<file path="src/hw/rtl/lh2_pkg.sv">
// ----------------------------------------------------------------------------
// lh2_pkg
// Types, constants, round functions and byte normalization of the lookup3 hashlittle2 engine.
// ----------------------------------------------------------------------------
package lh2_pkg;

   localparam int WORD_W  = 32;
   localparam int BYTE_W  = 8;
   localparam int CHUNK_W = 4;

   localparam logic [WORD_W-1:0]  INIT_CONST  = 32'hDEAD_BEEF;
   localparam logic [CHUNK_W-1:0] CHUNK_BYTES = 4'd12;

   localparam logic KIND_START = 1'b0;
   localparam logic KIND_BYTE  = 1'b1;

   localparam logic [BYTE_W-1:0] CHAR_SLASH     = 8'h2F;
   localparam logic [BYTE_W-1:0] CHAR_BACKSLASH = 8'h5C;
   localparam logic [BYTE_W-1:0] CHAR_LOWER_A   = 8'h61;
   localparam logic [BYTE_W-1:0] CHAR_LOWER_Z   = 8'h7A;
   localparam logic [BYTE_W-1:0] CASE_OFFSET    = 8'h20;

   // lane select by chunk position bits [3:2]
   localparam logic [1:0] LANE_A = 2'd0;
   localparam logic [1:0] LANE_B = 2'd1;

   typedef logic [WORD_W-1:0] word_type;

   typedef struct packed {
      word_type a;
      word_type b;
      word_type c;
   } lanes_type;

   function automatic word_type rotl(input word_type x, input int k);
      rotl = (x << k) | (x >> (WORD_W - k));
   endfunction

   function automatic lanes_type mix_rounds(input lanes_type s);
      word_type a;
      word_type b;
      word_type c;
      a = s.a; b = s.b; c = s.c;
      a = a - c; a = a ^ rotl(c, 4);  c = c + b;
      b = b - a; b = b ^ rotl(a, 6);  a = a + c;
      c = c - b; c = c ^ rotl(b, 8);  b = b + a;
      a = a - c; a = a ^ rotl(c, 16); c = c + b;
      b = b - a; b = b ^ rotl(a, 19); a = a + c;
      c = c - b; c = c ^ rotl(b, 4);  b = b + a;
      mix_rounds = '{a: a, b: b, c: c};
   endfunction

   function automatic lanes_type final_rounds(input lanes_type s);
      word_type a;
      word_type b;
      word_type c;
      a = s.a; b = s.b; c = s.c;
      c = c ^ b; c = c - rotl(b, 14);
      a = a ^ c; a = a - rotl(c, 11);
      b = b ^ a; b = b - rotl(a, 25);
      c = c ^ b; c = c - rotl(b, 16);
      a = a ^ c; a = a - rotl(c, 4);
      b = b ^ a; b = b - rotl(a, 14);
      c = c ^ b; c = c - rotl(b, 24);
      final_rounds = '{a: a, b: b, c: c};
   endfunction

   function automatic logic [BYTE_W-1:0] normalize_byte(input logic [BYTE_W-1:0] ch);
      if (ch == CHAR_SLASH) begin
         normalize_byte = CHAR_BACKSLASH;
      end else if (ch >= CHAR_LOWER_A && ch <= CHAR_LOWER_Z) begin
         normalize_byte = ch - CASE_OFFSET;
      end else begin
         normalize_byte = ch;
      end
   endfunction

endpackage

</file>
<file path="src/hw/rtl/lh2_channels.sv">
// ----------------------------------------------------------------------------
// lh2_channels
// Valid/ready channels of the hash engine: request, response and csr write.
// ----------------------------------------------------------------------------
interface lh2_req_if;
   logic                        valid;
   logic                        ready;
   logic                        kind;
   logic [lh2_pkg::WORD_W-1:0]  msg_length;
   logic [lh2_pkg::WORD_W-1:0]  seed_primary;
   logic [lh2_pkg::WORD_W-1:0]  seed_secondary;
   logic [lh2_pkg::BYTE_W-1:0]  data_byte;

   modport source (output valid, kind, msg_length, seed_primary, seed_secondary,
                   data_byte, input ready);
   modport sink   (input valid, kind, msg_length, seed_primary, seed_secondary,
                   data_byte, output ready);
endinterface

interface lh2_rsp_if;
   logic                        valid;
   logic                        ready;
   logic [lh2_pkg::WORD_W-1:0]  hash_primary;
   logic [lh2_pkg::WORD_W-1:0]  hash_secondary;

   modport source (output valid, hash_primary, hash_secondary, input ready);
   modport sink   (input valid, hash_primary, hash_secondary, output ready);
endinterface

interface lh2_csr_if;
   logic valid;
   logic ready;
   logic normalize_path_mode;

   modport source (output valid, normalize_path_mode, input ready);
   modport sink   (input valid, normalize_path_mode, output ready);
endinterface

</file>
<file path="src/hw/rtl/lookup3_hashlittle2_engine.sv">
// ----------------------------------------------------------------------------
// lookup3_hashlittle2_engine
// Streams one message a word at a time and returns the hashlittle2 pair.
//
// req_chan takes start words (length and two seeds) and byte words. One word
// is taken per cycle, start or byte, while req_ready is high; a chunk mix runs
// in the same cycle as the twelfth byte of a chunk. Byte words with no message
// open are dropped. rsp_chan carries hash_primary (lane c) and hash_secondary
// (lane b) once per message, from the final stage (final rounds) through the
// response register; a zero-length start word skips the final rounds. csr_chan
// writes normalize_path_mode and is always ready; the user must see that it is
// written only while the engine is idle, as the engine does not enforce it.
// A full response register with rsp_ready low holds its word; the final stage
// behind it then fills, and while both are full req_ready stays low for every
// word, start or byte, until the response register drains.
// Reset clears lanes_ff, closes any message and sets normalize_path_mode.
// ----------------------------------------------------------------------------
module lookup3_hashlittle2_engine (
   input  logic          clock,
   input  logic          reset,
   lh2_req_if.sink       req_chan,
   lh2_rsp_if.source     rsp_chan,
   lh2_csr_if.sink       csr_chan
);

   // ---- state ----------------------------------------------------------
   lh2_pkg::lanes_type                 lanes_ff, lanes_in;
   lh2_pkg::word_type                  remain_ff, remain_in;
   logic [lh2_pkg::CHUNK_W-1:0]        chunk_pos_ff, chunk_pos_in;
   logic                               open_ff, open_in;
   logic                               norm_mode_ff, norm_mode_in;

   // final-round stage
   logic                               fin_valid_ff, fin_valid_in;
   logic                               fin_run_ff, fin_run_in;
   lh2_pkg::lanes_type                 fin_lanes_ff, fin_lanes_in;

   // response register
   logic                               rsp_valid_ff, rsp_valid_in;
   lh2_pkg::word_type                  rsp_primary_ff, rsp_primary_in;
   lh2_pkg::word_type                  rsp_secondary_ff, rsp_secondary_in;

   // ---- handshakes -----------------------------------------------------
   logic out_free;
   logic fin_advance;
   logic req_fire;

   assign out_free    = !rsp_valid_ff || rsp_chan.ready;
   assign fin_advance = fin_valid_ff && out_free;
   // accept while the final stage is empty or draining this cycle
   assign req_chan.ready = !fin_valid_ff || out_free;
   assign req_fire       = req_chan.valid && req_chan.ready;

   assign csr_chan.ready = 1'b1;

   assign rsp_chan.valid          = rsp_valid_ff;
   assign rsp_chan.hash_primary   = rsp_primary_ff;
   assign rsp_chan.hash_secondary = rsp_secondary_ff;

   // ---- start word -----------------------------------------------------
   lh2_pkg::word_type  init_word;
   lh2_pkg::lanes_type init_lanes;

   assign init_word  = lh2_pkg::INIT_CONST + req_chan.msg_length + req_chan.seed_primary;
   assign init_lanes = '{a: init_word, b: init_word, c: init_word + req_chan.seed_secondary};

   // ---- byte word ------------------------------------------------------
   logic [lh2_pkg::BYTE_W-1:0]  byte_val;
   logic [lh2_pkg::CHUNK_W-1:0] pos;
   logic [lh2_pkg::CHUNK_W-1:0] pos_next;
   lh2_pkg::word_type           byte_word;
   lh2_pkg::lanes_type          added_lanes;
   lh2_pkg::word_type           remain_dec;
   logic                        last_byte;
   logic                        chunk_full;

   always_comb begin
      byte_val = norm_mode_ff ? lh2_pkg::normalize_byte(req_chan.data_byte)
                              : req_chan.data_byte;
      pos      = (chunk_pos_ff >= lh2_pkg::CHUNK_BYTES) ? '0 : chunk_pos_ff;
      pos_next = pos + 4'd1;
      // little-endian placement within the selected lane
      byte_word = lh2_pkg::word_type'(byte_val) << {pos[1:0], 3'b000};
      added_lanes = lanes_ff;
      case (pos[3:2])
         lh2_pkg::LANE_A: added_lanes.a = lanes_ff.a + byte_word;
         lh2_pkg::LANE_B: added_lanes.b = lanes_ff.b + byte_word;
         default:         added_lanes.c = lanes_ff.c + byte_word;
      endcase
      remain_dec = remain_ff - 32'd1;
      last_byte  = (remain_dec == '0);
      chunk_full = (pos_next == lh2_pkg::CHUNK_BYTES);
   end

   // ---- next state -----------------------------------------------------
   always_comb begin
      lanes_in     = lanes_ff;
      remain_in    = remain_ff;
      chunk_pos_in = chunk_pos_ff;
      open_in      = open_ff;
      norm_mode_in = norm_mode_ff;
      fin_valid_in = fin_advance ? 1'b0 : fin_valid_ff;
      fin_run_in   = fin_run_ff;
      fin_lanes_in = fin_lanes_ff;

      if (csr_chan.valid) begin
         norm_mode_in = csr_chan.normalize_path_mode;
      end

      if (req_fire) begin
         if (req_chan.kind == lh2_pkg::KIND_START) begin
            // a start abandons any open message
            lanes_in     = init_lanes;
            remain_in    = req_chan.msg_length;
            chunk_pos_in = '0;
            open_in      = (req_chan.msg_length != '0);
            if (req_chan.msg_length == '0) begin
               fin_valid_in = 1'b1;
               fin_run_in   = 1'b0;
               fin_lanes_in = init_lanes;
            end
         end else if (open_ff) begin
            remain_in = remain_dec;
            if (last_byte) begin
               lanes_in     = added_lanes;
               chunk_pos_in = '0;
               open_in      = 1'b0;
               fin_valid_in = 1'b1;
               fin_run_in   = 1'b1;
               fin_lanes_in = added_lanes;
            end else if (chunk_full) begin
               lanes_in     = lh2_pkg::mix_rounds(added_lanes);
               chunk_pos_in = '0;
            end else begin
               lanes_in     = added_lanes;
               chunk_pos_in = pos_next;
            end
         end
      end
   end

   // ---- final rounds and response register --------------------------------
   lh2_pkg::lanes_type fin_result;

   always_comb begin
      fin_result       = fin_run_ff ? lh2_pkg::final_rounds(fin_lanes_ff) : fin_lanes_ff;
      rsp_valid_in     = rsp_valid_ff;
      rsp_primary_in   = rsp_primary_ff;
      rsp_secondary_in = rsp_secondary_ff;
      if (fin_advance) begin
         rsp_valid_in     = 1'b1;
         rsp_primary_in   = fin_result.c;
         rsp_secondary_in = fin_result.b;
      end else if (rsp_chan.ready) begin
         rsp_valid_in = 1'b0;
      end
   end

   // ---- registers ------------------------------------------------------
   always_ff @(posedge clock) begin
      if (reset) begin
         lanes_ff     <= '0;
         remain_ff    <= '0;
         chunk_pos_ff <= '0;
         open_ff      <= 1'b0;
         norm_mode_ff <= 1'b1;
         fin_valid_ff <= 1'b0;
         rsp_valid_ff <= 1'b0;
      end else begin
         lanes_ff     <= lanes_in;
         remain_ff    <= remain_in;
         chunk_pos_ff <= chunk_pos_in;
         open_ff      <= open_in;
         norm_mode_ff <= norm_mode_in;
         fin_valid_ff <= fin_valid_in;
         rsp_valid_ff <= rsp_valid_in;
      end
   end

   always_ff @(posedge clock) begin
      fin_run_ff       <= fin_run_in;
      fin_lanes_ff     <= fin_lanes_in;
      rsp_primary_ff   <= rsp_primary_in;
      rsp_secondary_ff <= rsp_secondary_in;
   end

   // ---- assertions -----------------------------------------------------
`ifndef NO_ASSERTIONS
   a_open_has_bytes : assert property (@(posedge clock) disable iff (reset)
      open_ff |-> remain_ff != '0)
      else $error("message open with no bytes remaining");

   a_pos_in_chunk : assert property (@(posedge clock) disable iff (reset)
      chunk_pos_ff < lh2_pkg::CHUNK_BYTES)
      else $error("chunk position out of range");

   a_closed_pos_zero : assert property (@(posedge clock) disable iff (reset)
      !open_ff |-> chunk_pos_ff == '0)
      else $error("chunk position not cleared with no message open");

   a_stray_byte_dropped : assert property (@(posedge clock) disable iff (reset)
      (req_fire && req_chan.kind == lh2_pkg::KIND_BYTE && !open_ff)
      |=> $stable(lanes_ff) && $stable(remain_ff))
      else $error("byte with no open message changed state");

   a_fin_holds_on_stall : assert property (@(posedge clock) disable iff (reset)
      (fin_valid_ff && !out_free) |=> fin_valid_ff && $stable(fin_lanes_ff))
      else $error("final stage lost a result during a stall");
`endif

endmodule
</file>
<file path="src/flat_wrapper.sv">
// flat-port wrapper written by rule: the top's interface ports become plain ports
module lookup3_hashlittle2_engine_flat 
  (clock, reset, req_chan_valid, req_chan_kind, req_chan_msg_length, req_chan_seed_primary, req_chan_seed_secondary, req_chan_data_byte, req_chan_ready, rsp_chan_valid, rsp_chan_hash_primary, rsp_chan_hash_secondary, rsp_chan_ready, csr_chan_valid, csr_chan_normalize_path_mode, csr_chan_ready);
  lh2_req_if req_chan_i ();
  lh2_rsp_if rsp_chan_i ();
  lh2_csr_if csr_chan_i ();
  input  logic clock;
  input  logic reset;
  input wire logic [$bits(req_chan_i.valid)-1:0] req_chan_valid;
  input wire logic [$bits(req_chan_i.kind)-1:0] req_chan_kind;
  input wire logic [$bits(req_chan_i.msg_length)-1:0] req_chan_msg_length;
  input wire logic [$bits(req_chan_i.seed_primary)-1:0] req_chan_seed_primary;
  input wire logic [$bits(req_chan_i.seed_secondary)-1:0] req_chan_seed_secondary;
  input wire logic [$bits(req_chan_i.data_byte)-1:0] req_chan_data_byte;
  output wire logic [$bits(req_chan_i.ready)-1:0] req_chan_ready;
  output wire logic [$bits(rsp_chan_i.valid)-1:0] rsp_chan_valid;
  output wire logic [$bits(rsp_chan_i.hash_primary)-1:0] rsp_chan_hash_primary;
  output wire logic [$bits(rsp_chan_i.hash_secondary)-1:0] rsp_chan_hash_secondary;
  input wire logic [$bits(rsp_chan_i.ready)-1:0] rsp_chan_ready;
  input wire logic [$bits(csr_chan_i.valid)-1:0] csr_chan_valid;
  input wire logic [$bits(csr_chan_i.normalize_path_mode)-1:0] csr_chan_normalize_path_mode;
  output wire logic [$bits(csr_chan_i.ready)-1:0] csr_chan_ready;
  assign req_chan_i.valid = req_chan_valid;
  assign req_chan_i.kind = req_chan_kind;
  assign req_chan_i.msg_length = req_chan_msg_length;
  assign req_chan_i.seed_primary = req_chan_seed_primary;
  assign req_chan_i.seed_secondary = req_chan_seed_secondary;
  assign req_chan_i.data_byte = req_chan_data_byte;
  assign req_chan_ready = req_chan_i.ready;
  assign rsp_chan_valid = rsp_chan_i.valid;
  assign rsp_chan_hash_primary = rsp_chan_i.hash_primary;
  assign rsp_chan_hash_secondary = rsp_chan_i.hash_secondary;
  assign rsp_chan_i.ready = rsp_chan_ready;
  assign csr_chan_i.valid = csr_chan_valid;
  assign csr_chan_i.normalize_path_mode = csr_chan_normalize_path_mode;
  assign csr_chan_ready = csr_chan_i.ready;
  lookup3_hashlittle2_engine u_core (.clock(clock), .reset(reset), .req_chan(req_chan_i), .rsp_chan(rsp_chan_i), .csr_chan(csr_chan_i));
endmodule
</file>
<file path="config.mk">
export PLATFORM = sky130hd
export DESIGN_NAME = lookup3_hashlittle2_engine_flat
export DESIGN_NICKNAME = d
export VERILOG_FILES = /design/src/hw/rtl/lh2_pkg.sv /design/src/hw/rtl/lh2_channels.sv /design/src/hw/rtl/lookup3_hashlittle2_engine.sv /design/src/flat_wrapper.sv
export SDC_FILE = /design/constraint.sdc
export NUM_CORES = 2
export LEC_CHECK = 0
export BUFFER_PORTS_ARGS = -buffer_cell sky130_fd_sc_hd__buf_4
export CAP_MARGIN = 40
export CORE_ASPECT_RATIO = 2
export CORE_UTILIZATION = 50
export CTS_CLUSTER_SIZE = 28
export DETAILED_ROUTE_END_ITERATION = 10
export PLACE_DENSITY = 0.66
export SLEW_MARGIN = 30
export SYNTH_ARGS = -nofsm -noshare
export SYNTH_HDL_FRONTEND = slang
export SYNTH_SLANG_ARGS = --single-unit
</file>
<file path="constraint.sdc">
create_clock -name clock -period 63.7 [get_ports clock]
set_input_delay 12.74 -clock clock [delete_from_list [all_inputs] [get_ports clock]]
set_output_delay 12.74 -clock clock [all_outputs]
set_load 0.03 [all_outputs]
</file>
==> results.toml, run 1 <==
[outcome]
run_status = "aborted with a tool error"
haltStage = "global routing"
error_line = "[ERROR GRT-0116] Global routing finished with congestion. Check the congestion regions in the DRC Viewer."

[yosys]
synth_top_cell_area_share = 0.1674
synthDistinctLibCells = 132
syn_area_um2 = 53590
ys.flop_type = "edfxtp_1"
synth_common_cells = "inv_1 (946), ha_1 (717), xnor2_1 (706)"
synth_largest_area_cell = "ha_1"
synthArstFlopShare = 0
synthTopCellsByArea = "ha_1 (17%), xnor2_1 (12%), edfxtp_1 (9.0%)"
synth_edf_count = 161
syn-num-nets = 8061
synth.most_common_cell = "inv_1"
yosysWarningCount = 0
synthCells = 7209
ys_ff_latch = 297
avgSynthCellArea_um2 = 7.434
synth_seq_area_share = 0.1410

[die]
io_pins = 178
dieHeight_um = 465.0
row_count = 169
fp.dieW_um = 233.5
start_util = 0.5049

[clock_network]
cts_max_level = 1
clock_sinks = 297
root_buffer = "clkbuf_16"
post_cts_resized = 0
hold_buffers = 0
postCtsSetupBuffers = 0
numCtsBuffers = 30
cts_buffer_depth = 3

[global_route]
grt.overflow.total = 1233
grt_pass1_wl_um = 529300
grt_usage = 0.6518
grt_pass1_vias = 64914
grt_max_degree = 93

[place]
portBuffers = 176
dp_hpwl_um = 235000
dpl_cell_area_um2 = 57170
place_congestion = 1.381
placed_cells = 8706
## kinds of logic after synthesis
kind of cell | synth area share
AOI/OAI and AO/OA | 0.2522
and+or+nand+nor | 0.1614
buffers and inverters | 0.08015
xor gates and xnor gates | 0.1665
adders and majority gates | 0.1843
DFF | 0.1410
muxes | 0.01436
other | 0.00006998
## through the flow
stage	worst slack, ns	util
after floorplan	33.60	-
after CTS	27.56	0.5478
after detailed placement	27.02	0.5386
after global placement	26.05	0.5344
## layer usage
metal,track usage,GRT overflow
met2,0.8917,804
met4,0.6801,346
met1,0.6296,35
met3,0.4136,39
met5,0.1327,9
==> run 2: changes to the inputs <==
Settings changed: CORE_ASPECT_RATIO 2 to unset, CORE_UTILIZATION 50 to 35, CTS_CLUSTER_SIZE 28 to unset, PLACE_DENSITY 0.66 to unset, PLACE_DENSITY_LB_ADDON set to 0.15.
==> run 2 against run 1 <==
Compared with the run above:
- the run now ends clean
- synthesized area unchanged
- synthesized cell count is the same
==> results.toml, run 2 <==
[yosys]
synthDistinctLibCells = 132
avgSynthCellArea_um2 = 7.434
synth_largest_area_cell = "ha_1"
yosysWarningCount = 0
syn_area_um2 = 53590
synth.most_common_cell = "inv_1"
ys.flop_type = "edfxtp_1"
ys_ff_latch = 297
synth_top_cell_area_share = 0.1674
synthTopCellsByArea = "ha_1 (17%), xnor2_1 (12%), edfxtp_1 (9.0%)"
synth_edf_count = 161
synth_common_cells = "inv_1 (946), ha_1 (717), xnor2_1 (706)"
synth_seq_area_share = 0.1410
synthCells = 7209
synthArstFlopShare = 0
syn-num-nets = 8061

[cells_and_area]
reg.largest.list = "u_core.fin_lanes_ff x96, u_core.lanes_ff x96"
drive_above_1_share = 0.07516
final_cell_mix = "inv_1 (945), ha_1 (716), nor2_1 (695)"
syn_to_final_growth_pct = 10.63
nFillCells = 16075
layout.cells.most_common = "inv_1"
fin_area_um2 = 59290
final_nets = 8230

[timing]
min_period_ns = 35.18
setup_viol = 0
rsz0062_at_grt = "false"
setup-tns-final_ns = 0
clock_skew_ns = 0.02904
finalWorstSetupSlack_ns = 28.52
drv_slew = 0
fmax_ghz = 0.02842
maxSlewHeadroom = 0.3591
worst_slew_pin_slew_ns = 0.9579
finalCritPeriodShare = 0.5523
finalHoldViolations = 0

[die]
dieHeight_um = 393.3
row_count = 143
start_util = 0.3528
die_area_um2 = 154700
io_pins = 178
fp.dieW_um = 393.3
core-area_um2 = 151900

[global_route]
grt_max_degree = 87
grt_pass1_wl_um = 368300
grt_pass1_vias = 50525
antenna_found_initial = 9
grt.overflow.total = 0
grt_usage = 0.3313

[run]
maxCapViolCount = 0

[clock_network]
postCtsSetupBuffers = 0
cts_max_level = 2
root_buffer = "clkbuf_16"
numCtsBuffers = 41
clock_sinks = 297
cts_buffer_depth = 3
clk_pin_slew_worst_paths_ns = 0.06
cts_tree = "built"
hold_buffers = 0
post_cts_resized = 0
clk_latency_ns = 0.63

[setup_path]
cp-end-kind = "flip-flop"
cp.required_ns = 64.22
critPathKind = "input port to flip-flop"
cpPeakStageDelay_ns = 0.75
crit_path_max_fanout = 6
start_kind = "input port"
worstSetupStartpoint = "req_chan_data_byte[3]"
slowest_stage = "a32oi_1"
timing.rr.start = "u_core.fin_lanes_ff[32]"
worst_path_most_repeated_cell = "o21ai_0"
cp.arrival_ns = 35.70

[worst_hold_path]
hp-start = "u_core.open_ff"
hold_class = "flip-flop to flip-flop"

[place]
place_congestion = 1.010
dpl_cell_area_um2 = 57820
portBuffers = 176
dp_hpwl_um = 229200
dpl_worst_slack_ns = 28.18

[route]
drt-vias-per-instance = 5.639
ant_nets = 0
routed_wl_um = 266700
remaining_drc_errors = 0
drtIter0Drc = 4698
post_drt_wl_per_cell_um = 28.24
firstDrtPassIters = 6
dr_total_vias = 53247

[outcome]
run_status = "finished clean"
[run 2: cell families (layout without fill, tap and decap cells)]
group | Yosys count | after routing | share of synthesized area
AO/OA/AOI/OAI | 2082 | 2082 | 0.2522
AND/OR/NAND/NOR | 1866 | 1866 | 0.1614
buffers and inverters | 1134 | 1336 | 0.08015
XOR/XNOR | 974 | 974 | 0.1665
adder cells (fa/ha/maj) | 782 | 782 | 0.1843
flip-flops | 297 | 297 | 0.1410
multiplexers | 73 | 73 | 0.01436
other | 1 | 3 | 0.00006998
[run 2: stage by stage]
step	util	std cells	hold WS (ns)
final	0.3903	9443	0.4712
after global routing	0.3903	9441	0.4954
after CTS	0.3898	9431	0.4675
after detailed placement	0.3807	9355	0.4609
after global placement	0.3782	9318	0.4549
after floorplan	-	7209	0.4410
[run 2: cell type report]
class,instances,area [um2],area share
clock inverters,19,195.2,0.003292
multi-input cells,5778,41940,0.7074
inverters,953,3582,0.06042
clock buffers,57,1189,0.02005
diodes,2,5.005,0.00008441
repair buffers,307,2281,0.03847
flip-flops and latches,297,7557,0.1275
well taps,2030,2540,0.04284
[run 2: path summary, 6_finish.rpt]
path / endpoint / slack (ns) / depth (start not counted)
min reg2reg: u_core.open_ff / 0.47 / 2
max reg2reg: u_core.rsp_chan.hash_primary[30] / 28.72 / 153
min: u_core.open_ff / 0.47 / 2
max: u_core.lanes_ff[62] / 28.52 / 92
[run 2: per-layer routing]
layer | routed length [um] | global-route usage | up-vias
met2 | 123300 | 0.5541 | 1881
met3 | 13540 | 0.03191 | 497
li1 | - | - | 25477
met5 | 46 | 0 | -
met4 | 20350 | 0.2155 | 6
met1 | 109500 | 0.4048 | 25386
[run 2: critical path, delay by kind of cell]
| kind | cells | cell delay, ns |
|---|---|---|
| AND/OR/NAND/NOR | 9 | 1.79 |
| multiplexers | 1 | 0.12 |
| adder cells (fa/ha/maj) | 7 | 2.60 |
| AO/OA/AOI/OAI | 66 | 15.55 |
| buffers and inverters | 2 | 0.21 |
| XOR/XNOR | 7 | 2.68 |
Power of run 2 is not shown: default switching activity piles up to over one toggle a cycle in this logic, so the estimate is an artifact.
